File: src/rtl/core/zbp_pkg.sv
package zbp_pkg;

  // Default store geometry and layer limit.
  localparam int DEF_MAX_WIDTH  = 512;
  localparam int DEF_MAX_HEIGHT = 512;
  localparam int DEF_MAX_STEPS  = 100;

  // Field widths.
  localparam int CH_W   = 16;
  localparam int NCH    = 4;
  localparam int PIX_W  = 64;
  localparam int POS_W  = 9;
  localparam int SIZE_W = 10;
  localparam int PCT_W  = 7;
  localparam int RAD_W  = 8;
  localparam int STEP_W = 7;
  localparam int MASK_W = 4;
  localparam int CFG_IW = 3;
  localparam int CFG_DW = 10;

  // Mapping arithmetic widths.
  localparam int NUM_W  = 34;  // signed numerator of one layer
  localparam int K_W    = 26;  // signed per-layer numerator increment
  localparam int M_W    = 24;  // signed 100 * D
  localparam int DVD_W  = 35;  // divider dividend and quotient
  localparam int DVS_W  = 25;  // divider divisor
  localparam int SUM_W  = 24;  // per-channel sum
  localparam int FRAC_W = 17;  // 65536 / steps

  localparam logic [DVD_W-1:0] FRAC_DIVIDEND = DVD_W'(32'h10000);
  localparam logic [SUM_W-1:0] CHROMA_FILL   = SUM_W'(16'h8000);

  // Configuration register indexes.
  typedef enum logic [CFG_IW-1:0] {
    REG_CENTER_X    = 3'd0,
    REG_CENTER_Y    = 3'd1,
    REG_ZOOM_RADIUS = 3'd2,
    REG_STEP_COUNT  = 3'd3,
    REG_CHAN_MASK   = 3'd4,
    REG_COLOR_MODE  = 3'd5,
    REG_FRAME_W     = 3'd6,
    REG_FRAME_H     = 3'd7
  } cfg_reg_e;

  // Controller states.
  typedef enum logic [3:0] {
    ST_IDLE,
    ST_SETUP_A,
    ST_SETUP_B,
    ST_FRAC_WAIT,
    ST_LAYER_DIV,
    ST_LAYER_WAIT,
    ST_LAYER_READ,
    ST_LAYER_ACC,
    ST_ORIG_READ,
    ST_ORIG_WAIT,
    ST_SCALE,
    ST_DONE
  } zbp_state_e;

  // Commands from controller to datapath.
  typedef struct packed {
    logic store;
    logic load;
    logic setup_a;
    logic setup_b;
    logic frac_take;
    logic layer_start;
    logic layer_read;
    logic layer_acc;
    logic orig_read;
    logic scale;
  } zbp_cmd_t;

  // Status from datapath to controller.
  typedef struct packed {
    logic in_frame;
    logic div_done;
    logic last_layer;
    logic last_chan;
  } zbp_stat_t;

endpackage

File: src/rtl/core/zbp_ctrl.sv
module zbp_ctrl (
  input  logic               clk_i,
  input  logic               rst_ni,
  input  logic               start_i,
  input  logic               kind_i,
  input  zbp_pkg::zbp_stat_t stat_i,
  output zbp_pkg::zbp_cmd_t  cmd_o,
  output logic               busy_o,
  output logic               done_o
);

  zbp_pkg::zbp_state_e state_q, state_d;

  // State register.
  always_ff @(posedge clk_i or negedge rst_ni) begin
    if (!rst_ni) begin
      state_q <= zbp_pkg::ST_IDLE;
    end else begin
      state_q <= state_d;
    end
  end

  // Next state and commands.
  always_comb begin
    state_d = state_q;
    cmd_o   = '0;
    busy_o  = 1'b1;
    done_o  = 1'b0;
    unique case (state_q)
      zbp_pkg::ST_IDLE: begin
        busy_o = 1'b0;
        if (start_i && !kind_i) begin
          cmd_o.store = 1'b1;
        end else if (start_i && stat_i.in_frame) begin
          cmd_o.load = 1'b1;
          state_d    = zbp_pkg::ST_SETUP_A;
        end
      end
      zbp_pkg::ST_SETUP_A: begin
        cmd_o.setup_a = 1'b1;
        state_d       = zbp_pkg::ST_SETUP_B;
      end
      zbp_pkg::ST_SETUP_B: begin
        cmd_o.setup_b = 1'b1;
        state_d       = zbp_pkg::ST_FRAC_WAIT;
      end
      zbp_pkg::ST_FRAC_WAIT: begin
        if (stat_i.div_done) begin
          cmd_o.frac_take = 1'b1;
          state_d         = zbp_pkg::ST_LAYER_DIV;
        end
      end
      zbp_pkg::ST_LAYER_DIV: begin
        cmd_o.layer_start = 1'b1;
        state_d           = zbp_pkg::ST_LAYER_WAIT;
      end
      zbp_pkg::ST_LAYER_WAIT: begin
        if (stat_i.div_done) begin
          state_d = zbp_pkg::ST_LAYER_READ;
        end
      end
      zbp_pkg::ST_LAYER_READ: begin
        cmd_o.layer_read = 1'b1;
        state_d          = zbp_pkg::ST_LAYER_ACC;
      end
      zbp_pkg::ST_LAYER_ACC: begin
        cmd_o.layer_acc = 1'b1;
        state_d = stat_i.last_layer ? zbp_pkg::ST_ORIG_READ : zbp_pkg::ST_LAYER_DIV;
      end
      zbp_pkg::ST_ORIG_READ: begin
        cmd_o.orig_read = 1'b1;
        state_d         = zbp_pkg::ST_ORIG_WAIT;
      end
      zbp_pkg::ST_ORIG_WAIT: begin
        state_d = zbp_pkg::ST_SCALE;
      end
      zbp_pkg::ST_SCALE: begin
        cmd_o.scale = 1'b1;
        if (stat_i.last_chan) begin
          state_d = zbp_pkg::ST_DONE;
        end
      end
      zbp_pkg::ST_DONE: begin
        done_o  = 1'b1;
        state_d = zbp_pkg::ST_IDLE;
      end
      default: begin
        state_d = zbp_pkg::ST_IDLE;
      end
    endcase
  end

endmodule

File: config.mk
export PLATFORM = sky130hd
export DESIGN_NAME = zbp_ctrl
export DESIGN_NICKNAME = d
export VERILOG_FILES = /design/src/rtl/core/zbp_pkg.sv /design/src/rtl/core/zbp_ctrl.sv
export SDC_FILE = /design/constraint.sdc
export NUM_CORES = 1
export LEC_CHECK = 0
export ABC_AREA = 1
export ABC_CLOCK_PERIOD_IN_PS = 1600
export BUFFER_PORTS_ARGS = -buffer_cell sky130_fd_sc_hd__buf_2
export CAP_MARGIN = 5
export CORE_AREA = 2 2 39 41
export CTS_BUF_LIST = sky130_fd_sc_hd__clkbuf_16
export DETAILED_ROUTE_END_ITERATION = 10
export DIE_AREA = 0 0 41 43
export PLACE_DENSITY = 0.54
export SYNTH_ARGS = -nofsm -noshare
export SYNTH_HDL_FRONTEND = slang
export SYNTH_SLANG_ARGS = --single-unit
File: constraint.sdc
create_clock -name clk_i -period 1.6 [get_ports clk_i]
set_clock_uncertainty 0.2 [all_clocks]
set_input_delay 0 -clock clk_i [delete_from_list [all_inputs] [get_ports clk_i]]
set_output_delay 0 -clock clk_i [all_outputs]
set_load 0.02 [all_outputs]
==> results.cfg, run 1 <==
[critical_path]
cp.required_ps = 1400
critPathKind = reg2out
start_kind = flop
reg2reg_slack_ps = 250
cp_max_fo = 4
endpoint = cmd_o[9]
crit_path_start = state_q[3]
rr_startpoint = state_q[0]
reg2regPathDepth = 7
critPathSlowestCell = dfrtp_1
worstPathArrival_ps = 1290
path_buf_inv = 1
end_kind = primary output
r2r_end = state_q[1]
cpPeakStageDelay_ps = 420
cp.depth = 4
critical_path.top_delay_family = simple AND/OR/NAND/NOR gates
crit_chain = nor2_4, nand2_1, nor3b_1, buf_4

[final_layout]
largest_register_ffs = 4
antenna_cells = 0
reg.largest.list = state_q: 4 flops
fin_cells = 103
fin_util_pct = 42.7
synthToLayoutAreaGrowth_pct = 71.6
drive_gt1_share_pct = 36.8
top_register = state_q
final_area_sq_um = 591
layout.nets = 97

[pwr]
power_frac_clock_pct = 31.2
p_sw_uw = 579
powerDensity_mw_per_mm2 = 2160
leakagePower_nw = 0.344
seqPwrFrac_pct = 18.4
vdd_drop_max_mv = 0.889
share_comb_of_total_power_pct = 50.4
swShare_pct = 45.5
power_mw = 1.27
internal-power_uw = 694

[die]
io_pins = 20
die_x_um = 41
die_area_sq_mm = 0.00176
core_sq_mm = 0.00138
rows = 14
initial_core_util_pct = 24.9
fp.dieH_um = 43

[synth]
ys_warn_count = 0
avgSynthCellArea_sq_um = 5.64
ys_types = 11
synthCells = 61
synth-seq-area-share_pct = 29.1
synth_top_cell_area_share_pct = 29.1
synth_area_sq_um = 344
yosys.area.top_type = dfrtp_1
netlist_top_cells_area = dfrtp_1 (29%), nand2_1 (15%), nor2_1 (15%), inv_1 (12%), nand3_1 (8.7%)
syn_nets = 69
synth-seq-cells = 4

[sta]
clock.fmax_ghz = 0.671
setup_ws_ps = 110
worstMarginPinSlew_ps = 197
slew_headroom_pct = 86.8
rsz0062_at_grt = false
min_period_ps = 1490
final_hold_viol_count = 0
final-setup-viol-count = 0
tns_ps = 0
min_period_over_period_pct = 93.1
maxSlewViolCount = 0
whs_ps = 2.31

[place]
preCtsSetupSlack_ps = 244
place_congestion = 0.736
io_buffers = 19
place_inst = 96
hpwl_um = 774
place_area_sq_um = 459

[global_route]
antenna_found_initial = 0
grt_pass1_wl_um = 1420
grt.total_usage_pct = 12.9
grt_start_max_net_pins = 7
grt_pass1_vias = 364
grt.overflow.total = 0

[run_status]
outcome = finished clean

[drt]
drtIter0Drc = 2
wl_per_cell_um = 9.47
drtAntennaViolNets = 0
postRouteWirelength_um = 975
drc = 0
via_count = 424
viasPerCell = 4.12
drt_pass1_iterations = 2

[clock_network]
cts_buffer_depth = 2
cts_tree = built
clkSinkCount = 4
clockRootBuffer = clkbuf_16
cts_max_level = 1
cts_buffers = 3
clk_pin_slew_worst_paths_ps = 30
clk_latency_ps = 230

[run]
drv_cap = 0

[min_path]
hold_class = in2reg
==> worst min path at each step <==
stage	from	end	slack (ps)	cells past startpoint
floorplan	rst_ni	state_q[0]	-500	0
global placement	rst_ni	state_q[0]	-390	1
detailed placement	rst_ni	state_q[0]	-390	1
CTS	stat_i[0]	state_q[0]	10	5
global route	stat_i[0]	state_q[0]	40	5
finish	stat_i[0]	state_q[0]	2	5
==> layout make-up <==
cell class              instances  area, sq um
inverters                      13         48.8
clock buffers                   3         75.1
repair buffers                 23          138
fillers                       141          793
well taps                      16         20.0
multi-input cells              44          208
flip-flops and latches          4          101
==> cells in the mapped netlist <==
cell and n:
dfrtp_1 4, inv_1 11, inv_2 2, nand2_1 14
nand2_2 4, nand3_1 6, nor2_1 14, nor2_2 2
nor3_1 1, nor3b_1 1, o21ai_0 2
==> cells in the final DEF, fill, tap and decap left out, drive strengths merged <==
cell         count
dlygate4sd3      4
nor2            16
clkbuf           3
nor3             1
o21ai            2
dfrtp            4
nand2           18
buf             19
nor3b            1
inv             13
nand3            6
==> routing by layer <==
metal | GRT usage (%) | share of wire (%) | vias to the layer above | wire length [um]
li1 | - | - | 234 | -
met1 | 12.7 | 42 | 165 | 411
met2 | 19.4 | 46 | 21 | 452
met3 | 3.14 | 8.4 | 4 | 82
met4 | 14.0 | 3.0 | 0 | 29
met5 | 0 | 0 | - | 0
==> cell families after synthesis <==
logic type / Yosys count / share of synthesized area [%]
simple gates: 42 / 53.8
buf+inv: 13 / 14.2
flops: 4 / 29.1
compound gates: 2 / 2.91
==> power groups by stage <==
stage / clock network [mW] / registers [mW] / logic [mW]
5_1_grt: 0.408 / 0.243 / 0.724
3_3_place_gp: 0 / 0.207 / 0.628
6_report: 0.397 / 0.235 / 0.642
2_1_floorplan: 0 / 0.202 / 0.467
4_1_cts: 0.401 / 0.212 / 0.636
3_5_place_dp: 0 / 0.212 / 0.625
==> tightest hold or removal path, cell delays in order <==
cell,delay (ps)
buf_2,90
inv_1,50
nand3_1,70
nand2_1,80
o21ai_0,80
==> what timing repair did <==
| action | 4_1_cts | 5_1_grt |
|---|---|---|
| hold buffers | 4 | 0 |
| buffers inserted | 0 | 0 |
| setup endpoints to repair | 0 | 1 |
| gates resized for setup | 0 | 5 |
| hold endpoints to repair | 8 | 0 |
No activity file was read; power rests on OpenSTA's default activity.
==> run 2, diff against run 1 <==
--- a/config.mk
+++ b/config.mk
@@ -6,14 +6,15 @@
 export NUM_CORES = 1
 export LEC_CHECK = 0
 export ABC_AREA = 1
-export ABC_CLOCK_PERIOD_IN_PS = 1600
+export ABC_CLOCK_PERIOD_IN_PS = 1200
 export BUFFER_PORTS_ARGS = -buffer_cell sky130_fd_sc_hd__buf_2
 export CAP_MARGIN = 5
 export CORE_AREA = 2 2 39 41
 export CTS_BUF_LIST = sky130_fd_sc_hd__clkbuf_16
 export DETAILED_ROUTE_END_ITERATION = 10
 export DIE_AREA = 0 0 41 43
-export PLACE_DENSITY = 0.54
+export GPL_ROUTABILITY_DRIVEN = 0
+export PLACE_DENSITY = 0.56
 export SYNTH_ARGS = -nofsm -noshare
 export SYNTH_HDL_FRONTEND = slang
 export SYNTH_SLANG_ARGS = --single-unit
==> constraint.sdc (replaced) <==
create_clock -name clk_i -period 1.2 [get_ports clk_i]
set_clock_uncertainty 0.2 [all_clocks]
set_input_delay 0 -clock clk_i [delete_from_list [all_inputs] [get_ports clk_i]]
set_output_delay 0 -clock clk_i [all_outputs]
set_load 0.02 [all_outputs]
==> results.cfg, run 2 (synthesized netlist as in run 1, its figures left out) <==
[sta]
setup_ws_ps = -242
worstMarginPinSlew_ps = 188
clock.fmax_ghz = 0.693
final_hold_viol_count = 0
final-setup-viol-count = 16
min_period_ps = 1440
slew_headroom_pct = 87.4
rsz0062_at_grt = true
maxSlewViolCount = 0
min_period_over_period_pct = 120

[critical_path]
r2r_end = state_q[1]
cpPeakStageDelay_ps = 430
worstPathArrival_ps = 1240
reg2regPathDepth = 7
end_kind = primary output
start_kind = flop
cpMostUsedCell = nor2_4
cp_max_fo = 4
critical_path.top_delay_family = flip-flops
path_buf_inv = 2
cp.required_ps = 1000
critPathKind = reg2out
rr_startpoint = state_q[2]
critPathSlowestCell = dfrtp_2
crit_chain = nor2_4, buf_4, nand2_4, nor2_4, buf_6
reg2reg_slack_ps = -210

[place]
io_buffers = 19
hpwl_um = 826
place_area_sq_um = 548

[die]
die_x_um = 41
io_pins = 20
fp.dieH_um = 43
die_area_sq_mm = 0.00176
rows = 14
initial_core_util_pct = 24.9
core_sq_mm = 0.00138

[final_layout]
largest_register_ffs = 4
final_cell_mix = buf_4 (20), nand2_1 (11), buf_2 (9)
antenna_cells = 0
layout.nets = 112
top_register = state_q
drive_gt1_share_pct = 62.7
fin_util_pct = 59.0
final_area_sq_um = 817
synthToLayoutAreaGrowth_pct = 137
fill_cells = 131
final_common_cell = buf_4
reg.largest.list = state_q: 4 flops

[pwr]
powerDensity_mw_per_mm2 = 2870
leakagePower_nw = 0.438
vdd_drop_max_mv = 1.09

[run_status]
violations = negative setup slack
outcome = complete, but fails checks

[clock_network]
cts_buffer_depth = 2
clk_pin_slew_worst_paths_ps = 30
cts_max_level = 1
cts_buffers = 3
clockRootBuffer = clkbuf_16
cts_tree = built
clk_latency_ps = 230
clkSinkCount = 4

[drt]
postRouteWirelength_um = 1230
drc = 0
wl_per_cell_um = 10.4
drtIter0Drc = 0
via_count = 511
viasPerCell = 4.33
drtAntennaViolNets = 0
drt_pass1_iterations = 1

[global_route]
antenna_found_initial = 0
grt.overflow.total = 0
grt.total_usage_pct = 16.0
grt_start_max_net_pins = 6
grt_pass1_vias = 477
grt_pass1_wl_um = 1820

[min_path]
hold_class = in2reg
hold_end = state_q[0]
min_path_cells = 5
hp-start = stat_i[0]

[run]
drv_cap = 0
run 2: changes by cell type in the layout (fill, tap and decap cells not counted), moves of 2 or more:
cell | before | now
buf_4 | 1 | 20
buf_2 | 18 | 9
buf_6 | 0 | 5
nor2_1 | 13 | 8
inv_1 | 11 | 7
inv_2 | 2 | 6
nor2_4 | 2 | 6
nand2_1 | 14 | 11
dfrtp_1 | 3 | 1
dfrtp_2 | 1 | 3
nand2_4 | 0 | 2
o21ai_0 | 2 | 0
run 2: where the power goes:
group	switching [mW]	total (mW)	internal [mW]	leakage, nW
registers	0.110	0.320	0.211	0.0460
logic	0.797	1.50	0.706	0.355
clock network	0.0969	0.523	0.426	0.0370
run 2: worst max-delay path by stage:
stage | start | endpoint | cells after the start
floorplan | state_q[3] | cmd_o[7] | 3
global placement | state_q[2] | state_q[1] | 7
detailed placement | state_q[2] | state_q[1] | 7
CTS | state_q[2] | cmd_o[9] | 4
global route | state_q[2] | state_q[1] | 7
finish | state_q[2] | cmd_o[5] | 5
run 2: worst min-delay path, delay by kind of cell:
| family | cells | cell delay (ps) |
|---|---|---|
| AOI/OAI and AO/OA | 1 | 70 |
| buffers and inverters | 2 | 150 |
| and+or+nand+nor | 2 | 180 |
run 2: layer usage:
metal  share of wire, %  GRT usage (%)  vias up
li1                   -              -      267
met1                 39           16.9      221
met2                 50           25.9       19
met3                7.3           3.14        4
met4                3.2           12.0        0
met5                  0              0        -
run 2: area by class of cell:
cell class              instances  area (sq um)  area share (%)
inverters                      13          48.8            5.97
flip-flops and latches          4           104            12.7
repair buffers                 38           292            35.7
multi-input cells              44           278            34.0
well taps                      16          20.0            2.45
clock buffers                   3          75.1            9.19
run 2: metrics by stage:
step	total power, mW	TNS, ps	std cells	hold slack [ps]	worst slack [ps]
finish	2.35	-2910	118	25.3	-242
floorplan	0.990	-259	61	-496	-89.5
detailed placement	1.38	-781	103	-389	-161
global placement	1.38	-713	103	-391	-155
CTS	2.15	-2700	114	18.8	-238
global route	2.52	-3920	118	62.8	-305
run 2: repair_timing:
action / 4_1_cts / 5_1_grt
pin swaps: 9 / 3
buffers inserted: 4 / 4
hold buffers: 4 / 0
setup endpoints to repair: 16 / 16
resized for setup: 20 / 15
endpoints found under the hold margin: 8 / 0
==> run 3, diff against run 2 <==
--- a/config.mk
+++ b/config.mk
@@ -14,7 +14,7 @@
 export DETAILED_ROUTE_END_ITERATION = 10
 export DIE_AREA = 0 0 41 43
 export GPL_ROUTABILITY_DRIVEN = 0
-export PLACE_DENSITY = 0.56
+export PLACE_DENSITY = 0.62
 export SYNTH_ARGS = -nofsm -noshare
 export SYNTH_HDL_FRONTEND = slang
 export SYNTH_SLANG_ARGS = --single-unit
==> results.cfg, run 3 (synthesized netlist as in run 1, its figures left out) <==
[run_status]
outcome = complete, but fails checks
violations = negative setup slack

[place]
io_buffers = 19
hpwl_um = 796
place_inst = 101
place_area_sq_um = 533
preCtsSetupSlack_ps = -148

[final_layout]
multi_input_area_sq_um = 277
fin_cells = 115
synthToLayoutAreaGrowth_pct = 132
reg.largest.list = state_q: 4 flops
largest_register_ffs = 4
final_common_cell = buf_4
top_register = state_q
final_cell_mix = buf_4 (14), nand2_1 (11), inv_1 (10), buf_2 (10), nor2_1 (9)
fill_cells = 136
drive_gt1_share_pct = 57.6
antenna_cells = 0
layout.nets = 109
regArea_sq_um = 105
final_area_sq_um = 798

[critical_path]
r2r_end = state_q[1]
cpPeakStageDelay_ps = 430
worstPathArrival_ps = 1240
critPathKind = reg2out
rr_startpoint = state_q[1]
reg2reg_slack_ps = -170
reg2regPathDepth = 7
start_kind = flop
cp_max_fo = 4
endpoint = cmd_o[9]
crit_chain = nor2_4, nand2_4, nor3b_4, buf_6
end_kind = primary output
cp.required_ps = 1000
crit_path_start = state_q[1]
critPathSlowestCell = dfrtp_2

[pwr]
power_mw = 2.30
vdd_drop_max_mv = 1.53
powerDensity_mw_per_mm2 = 2880
leakagePower_nw = 0.432

[clock_network]
clk_latency_ps = 220
clk_pin_slew_worst_paths_ps = 30
cts_buffers = 3
cts_tree = built
cts_buffer_depth = 2
clkSinkCount = 4
cts_max_level = 1
clockRootBuffer = clkbuf_16

[sta]
clock.fmax_ghz = 0.696
slew_headroom_pct = 86.5
maxSlewViolCount = 0
final_hold_viol_count = 0
rsz0062_at_grt = true
final-setup-viol-count = 16
setup_ws_ps = -238
min_period_over_period_pct = 120
min_period_ps = 1440
worstMarginPinSlew_ps = 201

[min_path]
hold_class = in2out
hp-start = kind_i

[global_route]
grt_pass1_wl_um = 1690
met1_usage_pct = 15.3
grt.met3_usage_pct = 1.57
busiest_layer = met2
met2_usage_pct = 24.7
antenna_found_initial = 0
grt_pass1_vias = 448
grt.overflow.total = 0
grt.total_usage_pct = 14.5
grt_start_max_net_pins = 5

[die]
die_x_um = 41
core_sq_mm = 0.00138
rows = 14
initial_core_util_pct = 24.9
fp.dieH_um = 43
io_pins = 20
die_area_sq_mm = 0.00176

[drt]
via_count = 507
drtIter0Drc = 2
drtAntennaViolNets = 0
drt_pass1_iterations = 4
viasPerCell = 4.41
drc = 0
postRouteWirelength_um = 1130
wl_per_cell_um = 9.85

[run]
drv_cap = 0
==> run 3: timing repair <==
item / CTS / global route
hold buffers: 5 / 0
endpoints found under the hold margin: 8 / 0
endpoints found under the setup margin: 16 / 16
resized for setup: 22 / 9
buffers inserted: 4 / 2
pin swaps: 8 / 1
==> run 3: final cells by class <==
| cell class | count | area share (%) |
|---|---|---|
| tap | 16 | 2.51 |
| timing repair buffer | 35 | 34.2 |
| inverter | 13 | 6.11 |
| multi-input combinational | 44 | 34.6 |
| sequential | 4 | 13.2 |
| clock buffer | 3 | 9.40 |
==> run 3: worst min path at each step <==
stage	cells after the start	to	slack, ps
2_1_floorplan	0	state_q[0]	-500
3_3_place_gp	1	state_q[0]	-390
3_5_place_dp	1	state_q[1]	-390
4_1_cts	5	state_q[0]	30
5_1_grt	3	cmd_o[9]	90
6_report	3	cmd_o[9]	80
==> run 3: critical path, delay by kind of cell (launching register included) <==
| kind | cells | cell delay, ps |
|---|---|---|
| flip-flops | 1 | 430 |
| buffers and inverters | 1 | 140 |
| AND/OR/NAND/NOR | 3 | 440 |
==> run 3: report_power, final <==
group / switching [mW] / total (mW) / internal, mW
registers: 0.112 / 0.326 / 0.214
logic: 0.785 / 1.47 / 0.682
clock network: 0.0828 / 0.507 / 0.425
==> run 3: metrics by stage <==
| step | TNS [ps] | util [%] | hold WS (ps) |
|---|---|---|---|
| floorplan | -259 | - | -496 |
| global placement | -424 | 38.5 | -390 |
| detailed placement | -510 | 38.5 | -389 |
| CTS | -2690 | 54.6 | 30.6 |
| global route | -3850 | 57.7 | 90.9 |
| finish | -2780 | 57.7 | 81.7 |
==> run 3: metal layers <==
metal / vias up / routed length, um / share of wire, %
met2: 18 / 638 / 56
met3: 2 / 62 / 5.5
met5: - / 0 / 0
li1: 258 / - / -
met1: 229 / 416 / 37
met4: 0 / 14 / 1.2
